<file path="config.mk">
export PLATFORM = sky130hd
export DESIGN_NAME = xor_checked_frame_deframer_top
export DESIGN_NICKNAME = d
export VERILOG_FILES = /design/src/hdl/xcfd_pkg.sv /design/src/hdl/xor_checked_frame_deframer_top.sv
export SDC_FILE = /design/constraint.sdc
export NUM_CORES = 1
export LEC_CHECK = 0
export BUFFER_PORTS_ARGS = -buffer_cell sky130_fd_sc_hd__buf_2
export CORE_MARGIN = 2
export CORE_UTILIZATION = 56
export CTS_CLUSTER_DIAMETER = 30
export DETAILED_ROUTE_END_ITERATION = 10
export GPL_TIMING_DRIVEN = 0
export PLACE_DENSITY = 0.88
export SYNTH_ARGS = -nofsm -noshare
export SYNTH_HDL_FRONTEND = slang
export SYNTH_SLANG_ARGS = --single-unit
</file>
<file path="constraint.sdc">
create_clock -name clk -period 2.86 [get_ports clk]
set_input_delay 0.143 -clock clk [delete_from_list [all_inputs] [get_ports clk]]
set_output_delay 0.143 -clock clk [all_outputs]
set_load 0.03 [all_outputs]
</file>
<file path="src/hdl/xcfd_pkg.sv">
// Shared constants for the XOR-checked frame deframer.
package xcfd_pkg;

  // Default depth of the payload store.
  localparam int MAX_PAYLOAD_DEF = 31;

  // Largest payload length that the 5-bit length fields can carry.
  localparam logic [4:0] LEN_SAT = 5'd31;

  // Result status codes.
  localparam logic [1:0] ST_GOOD = 2'd0;
  localparam logic [1:0] ST_SUM  = 2'd1;
  localparam logic [1:0] ST_LEN  = 2'd2;

endpackage

</file>
<file path="src/hdl/xor_checked_frame_deframer_top.sv">
// Deframer for a byte stream of XOR-checked, length-prefixed frames.
//
// Input channel (in_valid, in_stall, in_byte) takes one stream byte per
// transaction. A frame is a start byte, an event id, a length byte, the
// payload and an XOR checksum. Result channel (out_valid, out_stall, out_*)
// gives one transaction per payload byte of a good frame, or a single one
// for an empty frame, a checksum mismatch or a length above the limit.
// cfg_we and cfg_wdata write max_length; write it only while idle.
// Bytes are taken at one per cycle while in_stall is low. An error or
// empty-frame result is loaded into the output register on the edge that
// takes the byte causing it. A good checksum on a non-empty frame starts
// the emit phase: the input stalls until all frame_length store entries
// are read into the output register, one per cycle while that register
// is free; that read port sets the run rate. A stalled result holds its
// output register; in the length and checksum phases intake also waits
// while the register cannot take a new result.
// Reset returns to expecting a start byte and sets max_length to 31; the
// payload store is not cleared and needs no clearing pass.
module xor_checked_frame_deframer_top #(
  parameter int MAX_PAYLOAD = xcfd_pkg::MAX_PAYLOAD_DEF
) (
  input  logic       clk,
  input  logic       rst_n,
  input  logic       cfg_we,
  input  logic [4:0] cfg_wdata,
  input  logic       in_valid,
  output logic       in_stall,
  input  logic [7:0] in_byte,
  output logic       out_valid,
  input  logic       out_stall,
  output logic [1:0] out_status,
  output logic [7:0] out_event_id,
  output logic [4:0] out_payload_length,
  output logic [4:0] out_byte_index,
  output logic [7:0] out_payload_byte,
  output logic       out_has_payload,
  output logic       out_last
);

  // Store depth never exceeds what the 5-bit length field can address.
  localparam int DEPTH  = (MAX_PAYLOAD < 31) ? MAX_PAYLOAD : 31;
  localparam int ADDR_W = (DEPTH > 1) ? $clog2(DEPTH) : 1;
  localparam logic [4:0] CAP = 5'(DEPTH);

  // Phase codes.
  localparam logic [2:0] PH_START = 3'd0;
  localparam logic [2:0] PH_ID    = 3'd1;
  localparam logic [2:0] PH_LEN   = 3'd2;
  localparam logic [2:0] PH_DATA  = 3'd3;
  localparam logic [2:0] PH_SUM   = 3'd4;
  localparam logic [2:0] PH_EMIT  = 3'd5;

  logic [4:0] max_length_r;
  logic [2:0] phase_r, phase_nxt;
  logic [7:0] event_id_r, event_id_nxt;
  logic [4:0] frame_length_r, frame_length_nxt;
  logic [4:0] bytes_seen_r, bytes_seen_nxt;
  logic [7:0] xor_r, xor_nxt;
  logic [4:0] emit_idx_r, emit_idx_nxt;

  logic       out_valid_r;
  logic [1:0] out_status_r;
  logic [7:0] out_event_id_r;
  logic [4:0] out_payload_length_r;
  logic [4:0] out_byte_index_r;
  logic [7:0] out_payload_byte_r;
  logic       out_has_payload_r;
  logic       out_last_r;

  logic [7:0] mem [DEPTH];

  logic       in_acc;
  logic       out_free;
  logic [4:0] limit;
  logic       mem_we;
  logic       res_load;
  logic       emit_load;
  logic [1:0] res_status;
  logic [4:0] res_length;
  logic       emit_last;

  // The output register can take a result when empty or being drained.
  assign out_free = !out_valid_r || !out_stall;
  assign in_stall = (phase_r == PH_EMIT) ||
                    (((phase_r == PH_LEN) || (phase_r == PH_SUM)) && !out_free);
  assign in_acc   = in_valid && !in_stall;
  assign limit    = (max_length_r > CAP) ? CAP : max_length_r;

  assign emit_load = (phase_r == PH_EMIT) && out_free;
  assign emit_last = ((emit_idx_r + 5'd1) == frame_length_r);

  // Phase sequencing and per-byte bookkeeping.
  always_comb begin
    phase_nxt        = phase_r;
    event_id_nxt     = event_id_r;
    frame_length_nxt = frame_length_r;
    bytes_seen_nxt   = bytes_seen_r;
    xor_nxt          = xor_r;
    emit_idx_nxt     = emit_idx_r;
    mem_we           = 1'b0;
    res_load         = 1'b0;
    res_status       = xcfd_pkg::ST_GOOD;
    res_length       = 5'd0;
    if (emit_load) begin
      emit_idx_nxt = emit_idx_r + 5'd1;
      if (emit_last) begin
        phase_nxt = PH_START;
      end
    end else if (in_acc) begin
      case (phase_r)
        PH_ID: begin
          event_id_nxt = in_byte;
          xor_nxt      = xor_r ^ in_byte;
          phase_nxt    = PH_LEN;
        end
        PH_LEN: begin
          if (in_byte > {3'd0, limit}) begin
            res_load   = 1'b1;
            res_status = xcfd_pkg::ST_LEN;
            res_length = (in_byte > {3'd0, xcfd_pkg::LEN_SAT}) ? xcfd_pkg::LEN_SAT
                                                               : in_byte[4:0];
            phase_nxt  = PH_START;
          end else begin
            frame_length_nxt = in_byte[4:0];
            xor_nxt          = xor_r ^ in_byte;
            bytes_seen_nxt   = 5'd0;
            phase_nxt        = (in_byte[4:0] == 5'd0) ? PH_SUM : PH_DATA;
          end
        end
        PH_DATA: begin
          mem_we         = (bytes_seen_r < CAP);
          xor_nxt        = xor_r ^ in_byte;
          bytes_seen_nxt = bytes_seen_r + 5'd1;
          if (bytes_seen_nxt >= frame_length_r) begin
            phase_nxt = PH_SUM;
          end
        end
        PH_SUM: begin
          if (in_byte != xor_r) begin
            res_load   = 1'b1;
            res_status = xcfd_pkg::ST_SUM;
            res_length = frame_length_r;
            phase_nxt  = PH_START;
          end else if (frame_length_r == 5'd0) begin
            res_load   = 1'b1;
            res_status = xcfd_pkg::ST_GOOD;
            res_length = 5'd0;
            phase_nxt  = PH_START;
          end else begin
            emit_idx_nxt = 5'd0;
            phase_nxt    = PH_EMIT;
          end
        end
        default: begin
          xor_nxt   = in_byte;
          phase_nxt = PH_ID;
        end
      endcase
    end
  end

  // Control registers.
  always_ff @(posedge clk) begin
    if (!rst_n) begin
      max_length_r   <= xcfd_pkg::LEN_SAT;
      phase_r        <= PH_START;
      event_id_r     <= 8'd0;
      frame_length_r <= 5'd0;
      bytes_seen_r   <= 5'd0;
      xor_r          <= 8'd0;
      emit_idx_r     <= 5'd0;
      out_valid_r    <= 1'b0;
    end else begin
      if (cfg_we) begin
        max_length_r <= cfg_wdata;
      end
      phase_r        <= phase_nxt;
      event_id_r     <= event_id_nxt;
      frame_length_r <= frame_length_nxt;
      bytes_seen_r   <= bytes_seen_nxt;
      xor_r          <= xor_nxt;
      emit_idx_r     <= emit_idx_nxt;
      if (res_load || emit_load) begin
        out_valid_r <= 1'b1;
      end else if (!out_stall) begin
        out_valid_r <= 1'b0;
      end
    end
  end

  // Payload store write port.
  always_ff @(posedge clk) begin
    if (mem_we) begin
      mem[bytes_seen_r[ADDR_W-1:0]] <= in_byte;
    end
  end

  // Output register; the store read at the current run index is registered here.
  always_ff @(posedge clk) begin
    if (emit_load) begin
      out_status_r         <= xcfd_pkg::ST_GOOD;
      out_event_id_r       <= event_id_r;
      out_payload_length_r <= frame_length_r;
      out_byte_index_r     <= emit_idx_r;
      out_payload_byte_r   <= mem[emit_idx_r[ADDR_W-1:0]];
      out_has_payload_r    <= 1'b1;
      out_last_r           <= emit_last;
    end else if (res_load) begin
      out_status_r         <= res_status;
      out_event_id_r       <= event_id_r;
      out_payload_length_r <= res_length;
      out_byte_index_r     <= 5'd0;
      out_payload_byte_r   <= 8'd0;
      out_has_payload_r    <= 1'b0;
      out_last_r           <= 1'b1;
    end
  end

  assign out_valid          = out_valid_r;
  assign out_status         = out_status_r;
  assign out_event_id       = out_event_id_r;
  assign out_payload_length = out_payload_length_r;
  assign out_byte_index     = out_byte_index_r;
  assign out_payload_byte   = out_payload_byte_r;
  assign out_has_payload    = out_has_payload_r;
  assign out_last           = out_last_r;

`ifndef SYNTH
  // A payload byte only ever comes from a good frame.
  a_payload_good: assert property (@(posedge clk) disable iff (!rst_n)
    out_valid_r && out_has_payload_r |-> out_status_r == xcfd_pkg::ST_GOOD)
    else $error("payload result with error status");

  // The run index stays inside the frame while the store is being read.
  a_emit_range: assert property (@(posedge clk) disable iff (!rst_n)
    phase_r == PH_EMIT |-> emit_idx_r < frame_length_r)
    else $error("payload run index past frame length");

  // A result that is not the last of its run means the run is still going.
  a_run_open: assert property (@(posedge clk) disable iff (!rst_n)
    out_valid_r && !out_last_r |-> phase_r == PH_EMIT)
    else $error("non-last result without an open payload run");
`endif

endmodule

</file>
==> out/qor.yml, run 1 <==
grt:
  first_global_vias: 8239
  grtUsageTotal_pct: 26.98
  antenna_found_initial: 0
  grt_pass1_wl_mm: 49.52
  gr-total-overflow: 0
  grt_max_degree: 38
yosys:
  synth_edf_count: 275
  yosysTopAreaCellShare_pct: 62.02
  synth-seq-cells: 323
  syn-instance-count: 817
  synthTopCellsByCount: "edfxtp_1, mux4_2, nor2_1"
  synthesis.nets: 850
  syn_area_um2: 13320
  avgSynthCellArea_um2: 16.30
  yosysSeqAreaShare_pct: 69.24
  synth_area_leader_cell: "edfxtp_1"
  synth_flop_cell: "edfxtp_1"
  yosysWarnings: 0
  synthArstFlopShare_pct: 0
  synth_most_common_cell: "edfxtp_1"
  netlist_top_cells_area: "edfxtp_1, mux4_2, dfxtp_1"
  synth_cell_type_count: 53
place:
  dp_cells: 1183
  place_area_um2: 13950
  hpwl_mm: 18.92
  io_buffers: 47
  place_congestion: 0.8819
  place_ws_ns: -1.136
critical_path:
  max_stage_delay_ns: 0.52
  crit_path_cell_trace: "buf_2, nand2_1, nor2_1, nand3_1, inv_1, o211ai_1, nor2_2"
  crit_family: "simple AND/OR/NAND/NOR gates"
  path_buf_inv: 2
  cp_slowest_cell: "nor2_2"
  crit_fanout: 10
  crit_arrival_ns: 3.05
  cp-start-kind: "flop"
  endpoint_kind: "flop"
  path_class: "flop to flop"
  required_ns: 3.04
timing:
  fin_crit_ns: 2.870
  tightest_slew_ns: 1.260
  finalSetupViolCount: 6
  fin_crit_sh_pct: 100.4
  relSlewSlack_pct: 15.38
  fin_tns_setup_ns: -0.02588
  skew_ns: 0.01600
  hold_viol_final: 0
  rsz0062_at_grt: "true"
  fmax_mhz: 348.4
  holdWs_ns: 0.01417
  drv_slew: 0
  worst_slack_ns: -0.01034
clock_network:
  cts_root_buf: "clkbuf_16"
  htreeDepth: 2
  insertion_delay_ns: 0.55
  cts_made_buffers: 55
  cts.sinks: 323
  path_clk_slew_ns: 0.04
  clock_path_buffers: 3
  cts_tree: "done"
drt:
  avgViaCountPerCell: 6.315
  dr.pass1.iters: 6
  routedWlPerCell_um: 25.30
  drtIter0Drc: 911
  post-route-drc-count: 0
  totalWireLength_mm: 32.63
  vias: 8146
  ant_nets: 0
power_and_ir_drop:
  powerDensity_nw_per_um2: 766.9
  vdd_ir_drop_max_v: 0.0007688
  leakage_nw: 5.336
final_layout:
  final_nets: 959
  fin_area_um2: 15980
  num_antenna_cells: 0
  fin_cells: 1290
  syn2layout_area_growth_pct: 20.00
  layout-drive-gt1-share_pct: 24.82
run_status:
  violations: "negative setup slack"
  status: "finished with violations"
floorplan:
  core_um2: 23400
  die_h_um: 158.2
  boundaryPins: 50
  placementRows: 56
  die_w_um: 158.2
  start_util_pct: 56.90
  die_area_um2: 25030
worst_hold_path:
  hold_class: "primary input to flop"
job:
  drv_cap: 0
[worst register-to-register path: cells and delay by family, from the launching register on]
kind                   cells  cell delay [ns]
AND/OR/NAND/NOR            4             1.54
buffers and inverters      2             0.42
AO/OA/AOI/OAI              1             0.26
flip-flops                 1             0.30
[cell usage in the layout, fill, tap and decap left out, drive strengths merged, types with 3 or more instances in the layout]
| cell type | n |
|---|---|
| a22oi | 6 |
| clkbuf | 102 |
| inv | 25 |
| dfxtp | 48 |
| a31oi | 3 |
| or3 | 3 |
| xnor2 | 14 |
| or2 | 3 |
| nor3 | 7 |
| dlygate4sd3 | 7 |
| clkinvlp | 7 |
| and2 | 4 |
| nand3 | 11 |
| mux2i | 22 |
| a211o | 8 |
| xor2 | 9 |
| nor4 | 7 |
| a211oi | 4 |
| o21a | 4 |
| nand2 | 60 |
| ha | 15 |
| clkinv | 13 |
| nand2b | 8 |
| buf | 62 |
| edfxtp | 275 |
| o21ai | 28 |
| nand3b | 3 |
| or4 | 3 |
| nor3b | 3 |
| bufinv | 8 |
| nor2b | 3 |
| and3 | 12 |
| a21oi | 26 |
| o211ai | 6 |
| nor2 | 62 |
| mux4 | 72 |
[metrics by stage]
| step | util (%) | total power [mW] |
|---|---|---|
| 2_1_floorplan | - | 5.483 |
| 3_3_place_gp | 59.61 | 5.612 |
| 3_5_place_dp | 59.61 | 5.629 |
| 4_1_cts | 68.15 | 12.26 |
| 5_1_grt | 68.27 | 12.49 |
| 6_report | 68.27 | 12.25 |
[routing by layer]
metal  routed length [um]  global-route usage, %  vias to the layer above
li1                     -                      -                     3409
met2                16490                  46.05                      560
met5                    0                      0                        -
met1                12010                  35.20                     4057
met3                 2946                  5.092                      120
met4                 1181                  9.052                        0
[area by class of cell]
cell class                 instances  area, um^2
tap                              319       399.1
clock inverter                    31       391.6
clock buffer                      71        1519
fill                            1467        7425
sequential                       323        9219
timing repair buffer              54       307.8
inverter                          22       82.58
buffer                            46       235.2
multi-input combinational        424        3824
[power by group]
part	switching, mW	internal (mW)	total [mW]
clock network	2.23	4.46	6.69
logic	0.257	0.115	0.372
registers	0.0322	5.16	5.19
[cell families (layout without fill, tap and decap cells)]
logic type,Yosys count,in the layout,share of synthesized area [%]
DFF,323,323,69.24
and+or+nand+nor,195,195,6.944
AOI/OAI and AO/OA,97,97,4.680
muxes,94,94,13.83
buffers and inverters,70,224,2.387
xor gates and xnor gates,23,23,1.513
adders and majority gates,15,15,1.410
[final timing paths]
path | startpoint | end | slack [ns] | depth (start not counted)
worst min register to register | event_id_r[2] | out_event_id[2] | 0.43 | 0
worst min-delay path | cfg_we | max_length_r[4] | 0.01 | 2
worst max-delay path | phase_r[1] | mem[28][6] | -0.01 | 7
worst max register to register | phase_r[1] | mem[28][6] | -0.01 | 7
[what timing repair did]
item | in CTS | in global routing
setup buffers | 0 | 0
gates resized for setup | 8 | 12
hold buffers | 7 | 0
hold endpoints to repair | 5 | 0
endpoints found under the setup margin | 42 | 61
[registers in the layout, indices dropped and copies added (netlist names), named ones only]
register	cells
out_has_payload	1
out_valid	1
out_event_id	8
bytes_seen_r	5
event_id_r	8
out_last	1
xor_r	8
phase_r	3
mem	248
out_payload_length	5
max_length_r	5
out_status	2
frame_length_r	5
out_byte_index	5
out_payload_byte	8
emit_idx_r	5
(Power assumes the default switching activity.)
==> run 2, diff against run 1 <==
CELL_PAD_IN_SITES_DETAIL_PLACEMENT = 1   (was unset)
CELL_PAD_IN_SITES_GLOBAL_PLACEMENT = 1   (was unset)
CORE_UTILIZATION = 48   (was 56)
CTS_BUF_LIST = sky130_fd_sc_hd__clkbuf_16   (was unset)
==> out/qor.yml, run 2 (synthesized netlist as in run 1, its figures left out) <==
timing:
  finalSetupViolCount: 8  # +2
  fin_crit_ns: 2.894  # +0.02400 ns
  fin_tns_setup_ns: -0.2572  # -0.2314 ns
  skew_ns: 0.03717  # +0.02117 ns
  hold_viol_final: 0  # unchanged
  fin_crit_sh_pct: 101.2  # +0.84 points
  relSlewSlack_pct: 13.69  # -1.7 points
  rsz0062_at_grt: "true"
  tightest_slew_ns: 1.285  # +0.02520 ns
  worst_slack_ns: -0.03434  # -0.02400 ns
  drv_slew: 0  # unchanged
  fmax_mhz: 345.5  # -0.83%
clock_network:
  cts_setup_buffers: 0  # unchanged
  cts_made_buffers: 59  # +7.3%
  clock_path_buffers: 3  # unchanged
  htreeDepth: 2  # unchanged
  path_clk_slew_ns: 0.05  # about the same
  insertion_delay_ns: 0.59  # +0.04 ns
  cts.sinks: 323  # unchanged
  cts_tree: "done"
  cts_root_buf: "clkbuf_16"
drt:
  routed.top_layer: "met4"
  post-route-drc-count: 0  # unchanged
  dr_wl_met3_mm: 2.522  # -14%
  ant_nets: 0  # unchanged
  totalWireLength_mm: 38.75  # +19%
  routedWlPerCell_um: 28.49  # +13%
  drtIter0Drc: 848  # -6.9%
  vias: 8264  # +1.4%
  dr.pass1.iters: 7  # +1
  met2RoutedLength_mm: 19.49  # +18%
  avgViaCountPerCell: 6.076  # -3.8%
  met1_length_mm: 15.33  # +28%
grt:
  first_global_vias: 8978  # +9.0%
  grt_pass1_wl_mm: 58.85  # +19%
  grtUsageTotal_pct: 27.80  # +0.82 points
  antenna_found_initial: 0  # unchanged
  gr-total-overflow: 0  # unchanged
  grt_max_degree: 38  # unchanged
final_layout:
  fin_util_pct: 60.10  # -8.2 points
  final.fill_count: 2462  # +68%
  fin_cells: 1360  # +5.4%
  largest_reg_flops: 248  # unchanged
  layout_common_cells: "edfxtp_1, mux4_2, clkbuf_16"
  layout_commonest_cell: "edfxtp_1"
  final_nets: 970  # +1.1%
  multi_input_area_um2: 3809  # -0.39%
  num_antenna_cells: 0  # unchanged
  syn2layout_area_growth_pct: 22.33
  seqCellArea_um2: 9219  # unchanged
  fin_area_um2: 16290  # +1.9%
  layout-drive-gt1-share_pct: 25.91  # +1.1 points
floorplan:
  die_w_um: 170.6  # +7.8%
  core_um2: 27100  # +16%
  placementRows: 60  # +7.1%
  start_util_pct: 49.13  # -7.8 points
  boundaryPins: 50  # unchanged
  die_area_um2: 29090  # +16%
  die_h_um: 170.6  # +7.8%
critical_path:
  crit_fanout: 10  # unchanged
  endpoint_kind: "flop"
  max_stage_delay_ns: 0.69  # +0.17 ns
  crit_arrival_ns: 3.11  # +0.06 ns
  cp_slowest_cell: "nor2_1"
  required_ns: 3.08  # +0.04 ns
  crit_path_cell_trace: "buf_2, nand2_1, nor2_1, nand3_1, inv_1, o211ai_1, nor2_1"
  cp_common_cell: "nor2_1"
  cp-start-kind: "flop"
  path_class: "flop to flop"
run_status:
  violations: "negative setup slack"
  status: "finished with violations"
power_and_ir_drop:
  finalPower_mw: 12.95  # +5.7%
  vdd_ir_drop_max_v: 0.0004188  # -46%
  leakage_nw: 5.460  # +2.3%
  powerDensity_nw_per_um2: 795.3  # +3.7%
place:
  place_congestion: 0.8015  # -9.1%
  hpwl_mm: 22.14  # +17%
  place_area_um2: 14020  # +0.48%
  io_buffers: 47  # unchanged
  dp_cells: 1236  # +4.5%
worst_hold_path:
  hold_class: "primary input to flop"
job:
  drv_cap: 0  # unchanged
-- run 2: cell types whose count changed in the layout (fill, tap and decap cells not counted), sizes merged --
cell	delta
inv	+13
clkbuf	-10
clkinv	+8
dlygate4sd3	+6
bufinv	+1
clkinvlp	-1
-- run 2: layout make-up --
cell class	instances	area share, %
clock inverters	52	3.710
well taps	372	2.858
inverters	22	0.5070
repair buffers	60	2.258
flip-flops and latches	323	56.60
plain buffers	47	1.467
multi-input cells	424	23.38
clock buffers	60	9.218
-- run 2: worst max-delay path: cells and delay by family (launching register included) --
kind	cells	cell delay, ns
AOI/OAI and AO/OA	1	0.21
and+or+nand+nor	4	1.68
DFF	1	0.30
buffers and inverters	2	0.35
-- run 2: what timing repair did --
action,4_1_cts,5_1_grt
hold endpoints to repair,5,0
resized for setup,10,6
hold buffers,13,0
cloned,0,0
endpoints found under the setup margin,42,62
-- run 2: through the flow --
| stage | hold slack, ns | setup WS (ns) |
|---|---|---|
| 6_report | 0.03282 | -0.03434 |
| 2_1_floorplan | 0.2419 | 0.1042 |
| 3_5_place_dp | 0.3673 | -1.388 |
| 5_1_grt | 0.06720 | -0.1570 |
| 3_3_place_gp | 0.3558 | -1.086 |
| 4_1_cts | 0.004408 | 0.002920 |
-- run 2: power breakdown --
group	internal, mW	switching [mW]
sequential	5.15	0.0355
combinational	0.121	0.276
clock	4.71	2.66
-- run 2: final timing paths --
| path | from | endpoint | slack [ns] | cells past startpoint |
|---|---|---|---|---|
| setup / recovery | phase_r[1] | mem[28][5] | -0.03 | 7 |
| hold / removal | cfg_we | max_length_r[2] | 0.03 | 2 |
| setup reg to reg | phase_r[1] | mem[28][5] | -0.03 | 7 |
| hold reg to reg | event_id_r[5] | out_event_id[5] | 0.43 | 0 |
-- run 2: layer usage --
layer	vias to the layer above	track usage (%)
met3	107	4.580
li1	3438	-
met2	429	47.42
met1	4290	35.91
met4	0	10.63
met5	-	0
==> run 3, diff against run 2 <==
SETUP_SLACK_MARGIN = 0.05   (was unset)
==> out/qor.yml, run 3 (synthesized netlist as in run 1, its figures left out) <==
run_status:
  status: "completed"
critical_path:
  required_ns: 3.36  # +0.28 ns
  path_class: "flop to flop"
  reg2regPathDepth: 10  # +3
  cp-start-kind: "flop"
  crit_arrival_ns: 3.24  # +0.13 ns
  endpoint_kind: "flop"
  crit_fanout: 7  # -3
final_layout:
  layout-drive-gt1-share_pct: 26.34  # +0.43 points
  num_antenna_cells: 0  # unchanged
  final.fill_count: 2460  # -0.081%
  fin_util_pct: 60.14  # about the same
  syn2layout_area_growth_pct: 22.41  # about the same
  final_nets: 969  # -0.10%
  layout_commonest_cell: "edfxtp_1"
  fin_cells: 1359  # -0.074%
  largest_reg_flops: 248  # unchanged
  layout_common_cells: "edfxtp_1, mux4_2, clkbuf_16"
drt:
  vias: 8274  # +0.12%
  ant_nets: 0  # unchanged
  post-route-drc-count: 0  # unchanged
  drtIter0Drc: 761  # -10%
  avgViaCountPerCell: 6.088  # +0.19%
  totalWireLength_mm: 38.76  # about the same
  routedWlPerCell_um: 28.52  # +0.10%
  dr.pass1.iters: 5  # -2
floorplan:
  die_area_um2: 29090  # unchanged
  placementRows: 60  # unchanged
  core_um2: 27100  # unchanged
  start_util_pct: 49.13  # unchanged
  boundaryPins: 50  # unchanged
  die_h_um: 170.6  # unchanged
  die_w_um: 170.6  # unchanged
timing:
  drv_slew: 0  # unchanged
  finalSetupViolCount: 0  # -8
  fmax_mhz: 364.4  # +5.5%
  hold_viol_final: 0  # unchanged
  holdWs_ns: 0.03308  # +0.0002632 ns
  relSlewSlack_pct: 15.54  # +1.9 points
  fin_crit_ns: 2.744  # -0.1501 ns
  fin_crit_sh_pct: 95.95  # -5.2 points
  fin_tns_setup_ns: 0  # +0.2572 ns
  rsz0062_at_grt: "true"
  tightest_slew_ns: 1.257  # -0.02758 ns
  skew_ns: 0.03460  # -0.002573 ns
grt:
  antenna_found_initial: 0  # unchanged
  grt_max_degree: 38  # unchanged
  grtUsageTotal_pct: 27.76  # -0.031 points
  grt_pass1_wl_mm: 58.95  # +0.16%
  gr-total-overflow: 0  # unchanged
  first_global_vias: 8972  # -0.067%
clock_network:
  htreeDepth: 2  # unchanged
  path_clk_slew_ns: 0.05  # about the same
  cts.sinks: 323  # unchanged
  cts_root_buf: "clkbuf_16"
  cts_tree: "done"
  clock_path_buffers: 3  # unchanged
  insertion_delay_ns: 0.59  # about the same
  cts_made_buffers: 59  # unchanged
  cts_setup_buffers: 0  # unchanged
worst_hold_path:
  hold_class: "primary input to flop"
  hold_depth: 2  # unchanged
place:
  io_buffers: 47  # unchanged
  hpwl_mm: 22.14  # unchanged
  dp_cells: 1236  # unchanged
  place_congestion: 0.8015  # unchanged
job:
  drv_cap: 0  # unchanged
power_and_ir_drop:
  vdd_ir_drop_max_v: 0.0004195  # +0.17%
  leakage_nw: 5.459  # about the same
  powerDensity_nw_per_um2: 794.0  # -0.17%
==> run 3: cell types whose count changed in the layout (fill, tap and decap cells not counted) <==
cell,delta
clkbuf_1,-1
nor2_1,-4
nor2_2,+3
nor2_4,+1
==> run 3: routing by layer <==
layer / wire [um] / vias up / track usage, % / share of wire [%]
li1: - / 3445 / - / -
met1: 15650 / 4338 / 35.84 / 40
met2: 19560 / 395 / 47.26 / 50
met3: 2237 / 96 / 4.696 / 5.8
met4: 1315 / 0 / 10.70 / 3.4
met5: 0 / - / 0 / 0
==> run 3: repair_timing <==
item                                    4_1_cts  5_1_grt
endpoints found under the setup margin       60      104
hold buffers                                 13        0
hold endpoints to repair                      5        0
gates resized for setup                      12        9
==> run 3: worst paths after layout <==
path	startpoint	endpoint	slack [ns]
setup / recovery	bytes_seen_r[0]	phase_r[1]	0.12
hold / removal	cfg_we	max_length_r[2]	0.03
setup reg to reg	bytes_seen_r[0]	phase_r[1]	0.12
hold reg to reg	event_id_r[5]	out_event_id[5]	0.43
==> run 3: where the power goes <==
group          switching [mW]  leakage [nW]  internal (mW)  total (mW)
registers              0.0362          2.85           5.15        5.19
clock network            2.64          1.03           4.71        7.36
logic                   0.276          1.58          0.121       0.398
total                    2.96          5.46           9.98        12.9
==> run 3: worst max-delay path: stages (launching register included) <==
cell       delay, ns
dfxtp_1         0.52
ha_2            0.35
nand3_1         0.16
xnor2_1         0.29
ha_1            0.32
nand2_1         0.08
nand3b_1        0.09
a311oi_2        0.31
a2bb2oi_2       0.27
a21oi_1         0.12
a21oi_1         0.15
==> run 3: area by class of cell <==
class                      instances  area [um^2]  share of cell area [%]
tap                              372        465.4                   2.856
multi-input combinational        424         3824                   23.46
sequential                       323         9219                   56.56
inverter                          22        82.58                  0.5066
timing repair buffer              60        367.9                   2.257
clock inverter                    52        604.3                   3.708
clock buffer                      60         1501                   9.212
buffer                            46        235.2                   1.443
==> run 3: through the flow <==
stage	setup slack (ns)	total power, mW	cell area, um^2
final	0.1158	12.94	16300
after global routing	-0.03284	13.21	16300
after CTS	0.01910	12.97	16280
after detailed placement	-1.388	5.647	14020
after global placement	-1.086	5.623	14020
after floorplan	0.1042	5.483	13320
